`config.mk`:
```
export PLATFORM = sky130hd
export DESIGN_NAME = sensor_poll_round_robin_health
export DESIGN_NICKNAME = d
export VERILOG_FILES = /design/src/sprh_pkg.sv /design/src/sprh_div.sv /design/src/sensor_poll_round_robin_health.sv
export SDC_FILE = /design/constraint.sdc
export NUM_CORES = 1
export LEC_CHECK = 0
export BUFFER_PORTS_ARGS = -buffer_cell sky130_fd_sc_hd__buf_4
export CORE_MARGIN = 8
export CORE_UTILIZATION = 50
export CTS_CLUSTER_SIZE = 25
export DETAILED_ROUTE_END_ITERATION = 7
export HOLD_SLACK_MARGIN = 0.03
export PLACE_DENSITY = 0.65
export SLEW_MARGIN = 20
export SYNTH_ARGS = -nofsm -noshare
export SYNTH_HDL_FRONTEND = slang
export SYNTH_HIERARCHICAL = 1
export SYNTH_SLANG_ARGS = --single-unit
```
`constraint.sdc`:
```
create_clock -name i_clk -period 13.45 [get_ports i_clk]
set_input_delay 2.69 -clock i_clk [delete_from_list [all_inputs] [get_ports i_clk]]
set_output_delay 2.69 -clock i_clk [all_outputs]
set_load 0.01 [all_outputs]
```
`src/sprh_pkg.sv`:
```
// Shared types, constants and register codes for the sensor poll scheduler.
`timescale 1ns / 1ps

package sprh_pkg;

    // Slot arrangement
    localparam int          NUM_SLOTS       = 5;
    localparam logic [2:0]  LONG_SLOT       = 3'd4;
    localparam logic [2:0]  NO_MATCH        = 3'd5;
    localparam logic [4:0]  SHORT_READ      = 5'd10;
    localparam logic [4:0]  LONG_READ       = 5'd20;

    // Period handling
    localparam logic [15:0] MAX_PERIOD      = 16'd600;
    localparam logic [15:0] PERIOD_SCALE    = 16'd100;
    localparam logic [15:0] DEF_PERIOD      = 16'd1;

    // Default health threshold
    localparam int          DEF_FAULT_LIMIT = 3;

    // Configuration port geometry
    localparam int          CFG_ADDR_W      = 5;
    localparam int          CFG_DATA_W      = 32;

    // Divider geometry: 32-bit dividend, interval below 2^20
    localparam int          DIV_NUM_W       = 32;
    localparam int          DIV_DEN_W       = 20;
    localparam int          DIV_STEP_W      = 6;
    localparam logic [5:0]  QUO_STEPS       = 6'd16;
    localparam logic [5:0]  REM_STEPS       = 6'd32;

    // Register indexes on the configuration port (byte address / 4)
    typedef enum logic [2:0] {
        REG_ENABLE = 3'd0,
        REG_PERIOD = 3'd1,
        REG_ADDR0  = 3'd2,
        REG_ADDR1  = 3'd3,
        REG_ADDR2  = 3'd4,
        REG_ADDR3  = 3'd5,
        REG_ADDR4  = 3'd6
    } t_reg_idx;

    // One tick
    typedef struct packed {
        logic [31:0] tick_time;
        logic        reply_valid;
        logic [7:0]  reply_addr;
    } t_in_item;

    // One tick result
    typedef struct packed {
        logic        poll_issued;
        logic [7:0]  poll_addr;
        logic [4:0]  poll_count;
        logic [2:0]  poll_slot;
        logic [2:0]  reply_slot;
        logic [4:0]  healthy_flags;
    } t_out_item;

    // Divider request and response
    typedef struct packed {
        logic                  start;
        logic [DIV_NUM_W-1:0]  dividend;
        logic [DIV_DEN_W-1:0]  divisor;
        logic [DIV_STEP_W-1:0] steps;
    } t_div_req;

    typedef struct packed {
        logic                  done;
        logic [DIV_NUM_W-1:0]  quotient;
        logic [DIV_DEN_W-1:0]  remainder;
    } t_div_rsp;

endpackage

```
`src/sprh_div.sv`:
```
// Shared radix-2 restoring divider, one quotient bit per cycle.
`timescale 1ns / 1ps

module sprh_div (
    input  logic              i_clk,
    input  logic              i_rst_n,
    input  sprh_pkg::t_div_req i_req,
    output sprh_pkg::t_div_rsp o_rsp
);
    import sprh_pkg::*;

    logic [DIV_NUM_W-1:0]  r_num, n_num;
    logic [DIV_DEN_W-1:0]  r_rem, n_rem;
    logic [DIV_DEN_W-1:0]  r_den;
    logic [DIV_STEP_W-1:0] r_cnt;
    logic                  r_busy;
    logic                  r_done;

    logic [DIV_DEN_W:0]    w_trial;
    logic                  w_ge;

    // One shift-compare-subtract step
    always_comb begin
        w_trial = {r_rem, r_num[DIV_NUM_W-1]};
        w_ge    = (w_trial >= {1'b0, r_den});
        n_rem   = w_ge ? DIV_DEN_W'(w_trial - {1'b0, r_den}) : w_trial[DIV_DEN_W-1:0];
        n_num   = {r_num[DIV_NUM_W-2:0], w_ge};
    end

    // Control: load on start, count the steps down
    always_ff @(posedge i_clk) begin
        if (!i_rst_n) begin
            r_busy <= 1'b0;
            r_done <= 1'b0;
            r_cnt  <= '0;
        end else begin
            r_done <= 1'b0;
            if (i_req.start) begin
                r_busy <= 1'b1;
                r_cnt  <= i_req.steps;
            end else if (r_busy) begin
                r_cnt <= r_cnt - 1'b1;
                if (r_cnt == DIV_STEP_W'(1)) begin
                    r_busy <= 1'b0;
                    r_done <= 1'b1;
                end
            end
        end
    end

    // Datapath: partial remainder and dividend/quotient shift register
    always_ff @(posedge i_clk) begin
        if (i_req.start) begin
            r_num <= i_req.dividend;
            r_rem <= '0;
            r_den <= i_req.divisor;
        end else if (r_busy) begin
            r_num <= n_num;
            r_rem <= n_rem;
        end
    end

    assign o_rsp.done      = r_done;
    assign o_rsp.quotient  = r_num;
    assign o_rsp.remainder = r_rem;

    // A new operation never starts over one in flight
    a_no_restart: assert property (@(posedge i_clk) disable iff (!i_rst_n)
        i_req.start |-> !r_busy)
        else $error("divider restarted while busy");

    // Completion follows the last step
    a_done_after_busy: assert property (@(posedge i_clk) disable iff (!i_rst_n)
        r_done |-> $past(r_busy) && !r_busy)
        else $error("divider done without a finished operation");

endmodule

```
`src/sensor_poll_round_robin_health.sv`:
```
// Top level of the round-robin sensor poll scheduler with per-slot health.
//
// Usage: one input transaction per 10 ms tick carries the tick time and an
// optional reply address. Each tick yields exactly one result transaction:
// the poll command (if any), the slot matched by the reply and the health
// flags. Both channels use valid/stall; a transaction moves on a rising edge
// with valid high and stall low. Configuration (enable mask, period, slot
// addresses) is written through the APB-style port at byte address 4*index.
// The user must write it only while no tick is in flight; the block does
// not enforce this. pready is always high. With at least one slot enabled
// a tick runs through the shared one-bit-per-cycle divider (16 steps for
// the interval quotient, 32 steps for the time remainder), then the apply
// and done states. With no slot enabled the divider is skipped.
// One tick is processed at a time; o_in_stall is high while it is in work.
// A finished result sits in the output register; the next tick may be taken
// and worked on while it waits, and a stalled receiver holds it unchanged.
// Reset: mask 0, period 1, addresses 0, fault counters at the limit, rank 0.
`timescale 1ns / 1ps

module sensor_poll_round_robin_health #(
    parameter int FAULT_LIMIT = sprh_pkg::DEF_FAULT_LIMIT
) (
    input  logic                              i_clk,
    input  logic                              i_rst_n,
    // tick channel
    input  logic                              i_in_valid,
    output logic                              o_in_stall,
    input  sprh_pkg::t_in_item                i_in_data,
    // result channel
    output logic                              o_out_valid,
    input  logic                              i_out_stall,
    output sprh_pkg::t_out_item               o_out_data,
    // configuration port
    input  logic                              psel,
    input  logic                              penable,
    input  logic                              pwrite,
    input  logic [sprh_pkg::CFG_ADDR_W-1:0]   paddr,
    input  logic [sprh_pkg::CFG_DATA_W-1:0]   pwdata,
    output logic [sprh_pkg::CFG_DATA_W-1:0]   prdata,
    output logic                              pready
);
    import sprh_pkg::*;

    localparam logic [7:0] FL = FAULT_LIMIT[7:0];

    typedef enum logic [4:0] {
        ST_IDLE  = 5'b00001,
        ST_QUO   = 5'b00010,
        ST_REM   = 5'b00100,
        ST_APPLY = 5'b01000,
        ST_DONE  = 5'b10000
    } t_state;

    // Configuration registers
    logic [4:0]  r_mask;
    logic [15:0] r_period;
    logic [7:0]  r_addr [NUM_SLOTS];

    // Scheduler state
    logic [2:0]  r_rank, n_rank;
    logic [7:0]  r_ctr  [NUM_SLOTS];
    logic [7:0]  n_ctr  [NUM_SLOTS];

    // Sequencer and working registers
    t_state      r_state;
    t_in_item    r_item;
    logic        r_hit;
    t_out_item   r_res, n_res;
    t_out_item   r_out;
    logic        r_out_valid;

    // Divider connection
    t_div_req    w_div_req;
    t_div_rsp    w_div_rsp;

    logic        w_cfg_wr;
    logic        w_accept;
    logic [2:0]  w_slot_cnt;
    logic [9:0]  w_period;
    logic [15:0] w_scaled;
    logic [19:0] w_interval;
    logic [31:0] w_time10;
    logic [4:0]  w_health;

    // Small modulo for rank wrap: both operands at most five
    function automatic logic [2:0] mod_small(input logic [2:0] a, input logic [2:0] b);
        logic [2:0] r;
        r = a;
        for (int k = 0; k < NUM_SLOTS; k++) begin
            if (r >= b) r = r - b;
        end
        return r;
    endfunction

    // ---------------------------------------------------------------
    // Configuration port
    assign pready   = 1'b1;
    assign w_cfg_wr = psel && penable && pwrite;

    always_ff @(posedge i_clk) begin
        if (!i_rst_n) begin
            r_mask   <= '0;
            r_period <= DEF_PERIOD;
            for (int s = 0; s < NUM_SLOTS; s++) r_addr[s] <= '0;
        end else if (w_cfg_wr) begin
            case (paddr[CFG_ADDR_W-1:2])
                REG_ENABLE: r_mask    <= pwdata[4:0];
                REG_PERIOD: r_period  <= pwdata[15:0];
                REG_ADDR0:  r_addr[0] <= pwdata[7:0];
                REG_ADDR1:  r_addr[1] <= pwdata[7:0];
                REG_ADDR2:  r_addr[2] <= pwdata[7:0];
                REG_ADDR3:  r_addr[3] <= pwdata[7:0];
                REG_ADDR4:  r_addr[4] <= pwdata[7:0];
                default: ;
            endcase
        end
    end

    always_comb begin
        case (paddr[CFG_ADDR_W-1:2])
            REG_ENABLE: prdata = {27'd0, r_mask};
            REG_PERIOD: prdata = {16'd0, r_period};
            REG_ADDR0:  prdata = {24'd0, r_addr[0]};
            REG_ADDR1:  prdata = {24'd0, r_addr[1]};
            REG_ADDR2:  prdata = {24'd0, r_addr[2]};
            REG_ADDR3:  prdata = {24'd0, r_addr[3]};
            REG_ADDR4:  prdata = {24'd0, r_addr[4]};
            default:    prdata = '0;
        endcase
    end

    // ---------------------------------------------------------------
    // Operand preparation
    always_comb begin
        w_slot_cnt = '0;
        for (int s = 0; s < NUM_SLOTS; s++) w_slot_cnt = w_slot_cnt + {2'b0, r_mask[s]};
    end

    assign w_period   = (r_period == 16'd0 || r_period > MAX_PERIOD) ? 10'd1 : r_period[9:0];
    assign w_scaled   = 16'({6'd0, w_period} * PERIOD_SCALE);
    // quotient times ten: (q << 3) + (q << 1), both terms at full 20 bits
    assign w_interval = {1'b0, w_div_rsp.quotient[15:0], 3'b0}
                      + {3'b0, w_div_rsp.quotient[15:0], 1'b0};
    // tick time times ten, wrapped to 32 bits
    assign w_time10   = 32'({r_item.tick_time, 3'b0} + {r_item.tick_time, 1'b0});

    assign o_in_stall = (r_state != ST_IDLE);
    assign w_accept   = i_in_valid && (r_state == ST_IDLE);

    // Divider requests: interval quotient on accept, time remainder afterwards
    always_comb begin
        w_div_req = '0;
        if (w_accept && w_slot_cnt != 3'd0) begin
            w_div_req.start    = 1'b1;
            w_div_req.dividend = {w_scaled, 16'd0};
            w_div_req.divisor  = 20'(w_slot_cnt);
            w_div_req.steps    = QUO_STEPS;
        end else if (r_state == ST_QUO && w_div_rsp.done) begin
            w_div_req.start    = 1'b1;
            w_div_req.dividend = w_time10;
            w_div_req.divisor  = w_interval;
            w_div_req.steps    = REM_STEPS;
        end
    end

    sprh_div u_div (
        .i_clk   (i_clk),
        .i_rst_n (i_rst_n),
        .i_req   (w_div_req),
        .o_rsp   (w_div_rsp)
    );

    // ---------------------------------------------------------------
    // Poll selection, counter update and reply matching
    always_comb begin
        logic [2:0] rk;
        logic       found;
        logic       matched;
        rk      = '0;
        found   = 1'b0;
        matched = 1'b0;
        n_rank  = r_rank;
        n_res   = r_res;
        for (int s = 0; s < NUM_SLOTS; s++) n_ctr[s] = r_ctr[s];

        if (r_hit) begin
            for (int s = 0; s < NUM_SLOTS; s++) begin
                if (!found) begin
                    if (r_mask[s]) begin
                        if (rk == r_rank) begin
                            found             = 1'b1;
                            n_res.poll_issued = 1'b1;
                            n_res.poll_addr   = r_addr[s];
                            n_res.poll_slot   = 3'(s);
                            n_res.poll_count  = (3'(s) == LONG_SLOT) ? LONG_READ : SHORT_READ;
                            n_ctr[s]          = (r_ctr[s] >= FL - 8'd1) ? FL
                                                                        : r_ctr[s] + 8'd1;
                        end else begin
                            rk = rk + 3'd1;
                        end
                    end else begin
                        n_ctr[s] = 8'hFF;
                    end
                end
            end
            n_rank = mod_small(3'(r_rank + 3'd1), w_slot_cnt);
        end

        // reply handled after the poll; lowest matching slot wins
        if (r_item.reply_valid) begin
            for (int s = 0; s < NUM_SLOTS; s++) begin
                if (!matched && r_addr[s] == r_item.reply_addr) begin
                    matched          = 1'b1;
                    n_ctr[s]         = 8'd0;
                    n_res.reply_slot = 3'(s);
                end
            end
        end
    end

    always_comb begin
        for (int s = 0; s < NUM_SLOTS; s++) w_health[s] = (r_ctr[s] < FL);
    end

    // ---------------------------------------------------------------
    // Sequencer
    always_ff @(posedge i_clk) begin
        if (!i_rst_n) begin
            r_state     <= ST_IDLE;
            r_out_valid <= 1'b0;
            r_rank      <= '0;
            for (int s = 0; s < NUM_SLOTS; s++) r_ctr[s] <= FL;
        end else begin
            // output register: load a finished result, or empty on a take
            if (r_state == ST_DONE && (!r_out_valid || !i_out_stall)) begin
                r_out_valid <= 1'b1;
            end else if (!i_out_stall) begin
                r_out_valid <= 1'b0;
            end
            case (r_state)
                ST_IDLE: begin
                    if (w_accept) begin
                        r_state <= (w_slot_cnt == 3'd0) ? ST_DONE : ST_QUO;
                    end
                end
                ST_QUO: begin
                    if (w_div_rsp.done) r_state <= ST_REM;
                end
                ST_REM: begin
                    if (w_div_rsp.done) r_state <= ST_APPLY;
                end
                ST_APPLY: begin
                    r_rank <= n_rank;
                    for (int s = 0; s < NUM_SLOTS; s++) r_ctr[s] <= n_ctr[s];
                    r_state <= ST_DONE;
                end
                ST_DONE: begin
                    if (!r_out_valid || !i_out_stall) begin
                        r_state <= ST_IDLE;
                    end
                end
                default: r_state <= ST_IDLE;
            endcase
        end
    end

    // Working payload: tick, hit flag, partial result
    always_ff @(posedge i_clk) begin
        if (w_accept) begin
            r_item <= i_in_data;
            r_hit  <= 1'b0;
            r_res  <= '{1'b0, 8'd0, 5'd0, 3'd0, NO_MATCH, 5'd0};
        end
        if (r_state == ST_REM && w_div_rsp.done) begin
            r_hit <= (w_div_rsp.remainder == '0);
        end
        if (r_state == ST_APPLY) begin
            r_res <= n_res;
        end
        if (r_state == ST_DONE && (!r_out_valid || !i_out_stall)) begin
            r_out <= '{r_res.poll_issued, r_res.poll_addr, r_res.poll_count,
                       r_res.poll_slot, r_res.reply_slot, w_health};
        end
    end

    assign o_out_valid = r_out_valid;
    assign o_out_data  = r_out;

    // ---------------------------------------------------------------
    // Checks
    a_read_length: assert property (@(posedge i_clk) disable iff (!i_rst_n)
        o_out_valid && o_out_data.poll_issued |->
            o_out_data.poll_count == ((o_out_data.poll_slot == LONG_SLOT) ? LONG_READ
                                                                          : SHORT_READ))
        else $error("poll length does not match polled slot");

    a_quiet_no_poll: assert property (@(posedge i_clk) disable iff (!i_rst_n)
        o_out_valid && !o_out_data.poll_issued |->
            o_out_data.poll_addr == 8'd0 && o_out_data.poll_count == 5'd0 &&
            o_out_data.poll_slot == 3'd0)
        else $error("poll fields set without a poll");

    a_rank_wrap: assert property (@(posedge i_clk) disable iff (!i_rst_n)
        r_state == ST_DONE && $past(r_state) == ST_APPLY && $past(r_hit) |->
            r_rank < w_slot_cnt)
        else $error("round-robin rank not below enabled count");

    a_div_expected: assert property (@(posedge i_clk) disable iff (!i_rst_n)
        w_div_rsp.done |-> (r_state == ST_QUO || r_state == ST_REM))
        else $error("divider finished outside a divide step");

endmodule

```
==> results.toml <==
[finish]
fin_nets = 2253
syn_to_final_growth_pct = 11.7
multiInputGateArea_sq_um = 10200
n_antenna_cell = 0
final_cell_mix = "edfxtp_1, nor2_1, nand2_1"
fill_cells = 3334
drive_gt1_share_pct = 13.2
instances_no_fill = 2530
final_common_cell = "edfxtp_1"
ff_latch_area_sq_um = 7710

[clocking]
clk_latency_ps = 540
cts_resized = 0
cts_hold_buffers = 0
cts_tree = "done"
cts_buffer_depth = 3
cts_htree_levels = 2
cts_sinks = 276
post_cts_buffers = 0
cts-root-buf = "clkbuf_16"
worst_setup_hold_path_clk_slew_ps = 70
cts_buffers = 34

[worst_setup_path]
startpoint_type = "flip-flop"
cp_max_fo = 17
cp.arrival_ps = 9720
cp_slowest_cell = "dfxtp_1"
crit_type = "reg -> reg"
cp-end-kind = "flip-flop"
critical_path_required_ps = 13880
slowest_delay_ps = 810
rr_worst_depth = 35
cpMostUsedCell = "ha_1"

[sta]
clock_skew_ps = 17.7
worstMarginPinSlew_ps = 1050
finalCritPeriodShare_pct = 69.1
holdWs_ps = 431
min_period_ps = 9290
hold_viol_final = 0
rsz0062_at_grt = "false"
setup_viol = 0
setup-tns-final_ps = 0
slew_headroom_pct = 30.2
max_freq_mhz = 108
slew_violations = 0

[placed_design]
gp_congestion = 0.902
dp.cells = 2469
dp_hpwl_um = 33300
io_buffers = 108

[drt]
first_pass_iters = 5
drt-total-wl_um = 46100
drt_iter0_drc = 943
viasPerCell = 5.93
antenna_left = 0
drc = 0
vias = 15000
wire_per_inst_um = 18.2

[floorplan]
num_io_pins = 145
start_util_pct = 50.2
core-area_sq_um = 37300
die-width_um = 210
num_rows = 71
die-area_sq_um = 43900
die_y_um = 210

[yosys]
syn_area_sq_um = 18700
ys.flop_type = "edfxtp_1"
synth-seq-cells = 276
synth_fa_ha_area_share_pct = 9.75
syn_avg_cell_area_sq_um = 9.61
synth_top_family_by_area = "compound AO/OA/AOI/OAI gates"
synthXorXnorAreaFrac_pct = 5.08
synth_cells = 1950
async_flop_share_pct = 0
synth_edf_count = 218
yosysSeqAreaShare_pct = 41.1
yosys.area_share.simple_pct = 17.3
synth.distinct_cells = 98
ys_warn_count = 6
synthMuxAreaShare_pct = 4.49
synth_compound_area_share_pct = 17.5

[run]
cap_violations = 0

[hold_path]
worstHoldPathType = "reg -> reg"
whs_path_depth = 0

[global_route]
globalRouteOverflowTotal = 0
antenna_found_initial = 0
grt_pass1_vias = 14800
grt_usage_pct = 20.8
grt_pass1_wl_um = 76000
grt_max_degree = 52

[pwr]
p_per_area_nw_per_um2 = 109
ir_drop_mv = 0.105
p_leak_nw = 8.31

[run_status]
status = "complete, no violations"
## final cells by class
type                    instances  area share (%)
clock inverters                14           0.478
flip-flops and latches        276            36.8
well taps                     474            2.83
inverters                     106            1.90
multi-input cells            1490            48.9
clock buffers                  47            4.64
repair buffers                123            4.41
## report_power, final
group / switching [mW] / leakage, nW / internal (mW)
clock network: 0.363 / 0.531 / 0.525
logic: 0.208 / 5.29 / 0.155
registers: 0.0538 / 2.48 / 0.974
## per-layer routing
metal / GRT usage (%) / wire length, um / vias to the layer above
li1: - / - / 7291
met1: 28.1 / 20700 / 7209
met2: 34.4 / 21800 / 437
met3: 3.27 / 2680 / 70
met4: 5.88 / 986 / 0
met5: 0 / 0 / -
## sequential cells by signal, summed over array words and instances, names as in the netlist
signal,flops
u_div/r_busy,1
o_out_valid,1
u_div/r_rem,20
u_div/r_num,32
r_rank,3
r_period,16
r_mask,5
r_state,5
r_hit,1
r_addr,40
u_div/r_den,20
r_ctr,40
u_div/r_done,1
r_item,40
o_out_data,25
u_div/r_cnt,6
r_res,20
## cell families after synthesis
family / after synthesis
and+or+nand+nor: 668
AOI/OAI and AO/OA: 483
DFF: 276
buffers and inverters: 204
adders and majority gates: 137
xor gates and xnor gates: 107
muxes: 73
other: 2
## worst max-delay path: cells and delay by family (launching register included)
family	cells	cell delay (ps)
adders and majority gates	7	2490
DFF	1	810
AOI/OAI and AO/OA	14	3550
and+or+nand+nor	11	1930
buffers and inverters	3	400
## worst paths after layout
| path | from | endpoint | slack [ps] |
|---|---|---|---|
| max | r_mask[1] | r_rank[2] | 4160 |
| max reg2reg | r_mask[1] | r_rank[2] | 4160 |
| min | r_res[7] | o_out_data[7] | 430 |
| min reg2reg | r_res[7] | o_out_data[7] | 430 |
## cell usage after synthesis (19+ instances only)
cell	n	area [sq um]
dfxtp_1	58	1160
xnor2_1	62	543
a21boi_0	19	143
nand3_1	35	175
xor2_1	43	377
and2_1	29	181
edfxtp_1	218	6550
a21o_1	25	188
clkbuf_1	55	206
inv_1	105	394
nand4_1	31	194
a31oi_1	19	119
ha_1	122	1530
nor2b_1	31	194
nor3_1	57	285
a211oi_1	20	150
a21oi_1	137	686
mux2i_1	30	300
and3_1	23	144
mux2_2	36	405
o21ai_0	88	440
nor2_1	194	728
nand2_1	176	661
buf_4	23	173
## metrics by stage
| step | area, sq um | total power, mW | setup slack, ps | util, % |
|---|---|---|---|---|
| 3_5_place_dp | 19900 | 1.40 | 4290 | 53.2 |
| 5_1_grt | 20900 | 2.38 | 3420 | 56.1 |
| 6_report | 20900 | 2.28 | 4160 | 56.1 |
| 2_1_floorplan | 18800 | 1.30 | 5980 | - |
| 3_3_place_gp | 19900 | 1.40 | 4440 | 53.2 |
| 4_1_cts | 20900 | 2.30 | 4260 | 56.1 |
Power figures use the tool's default switching activity.
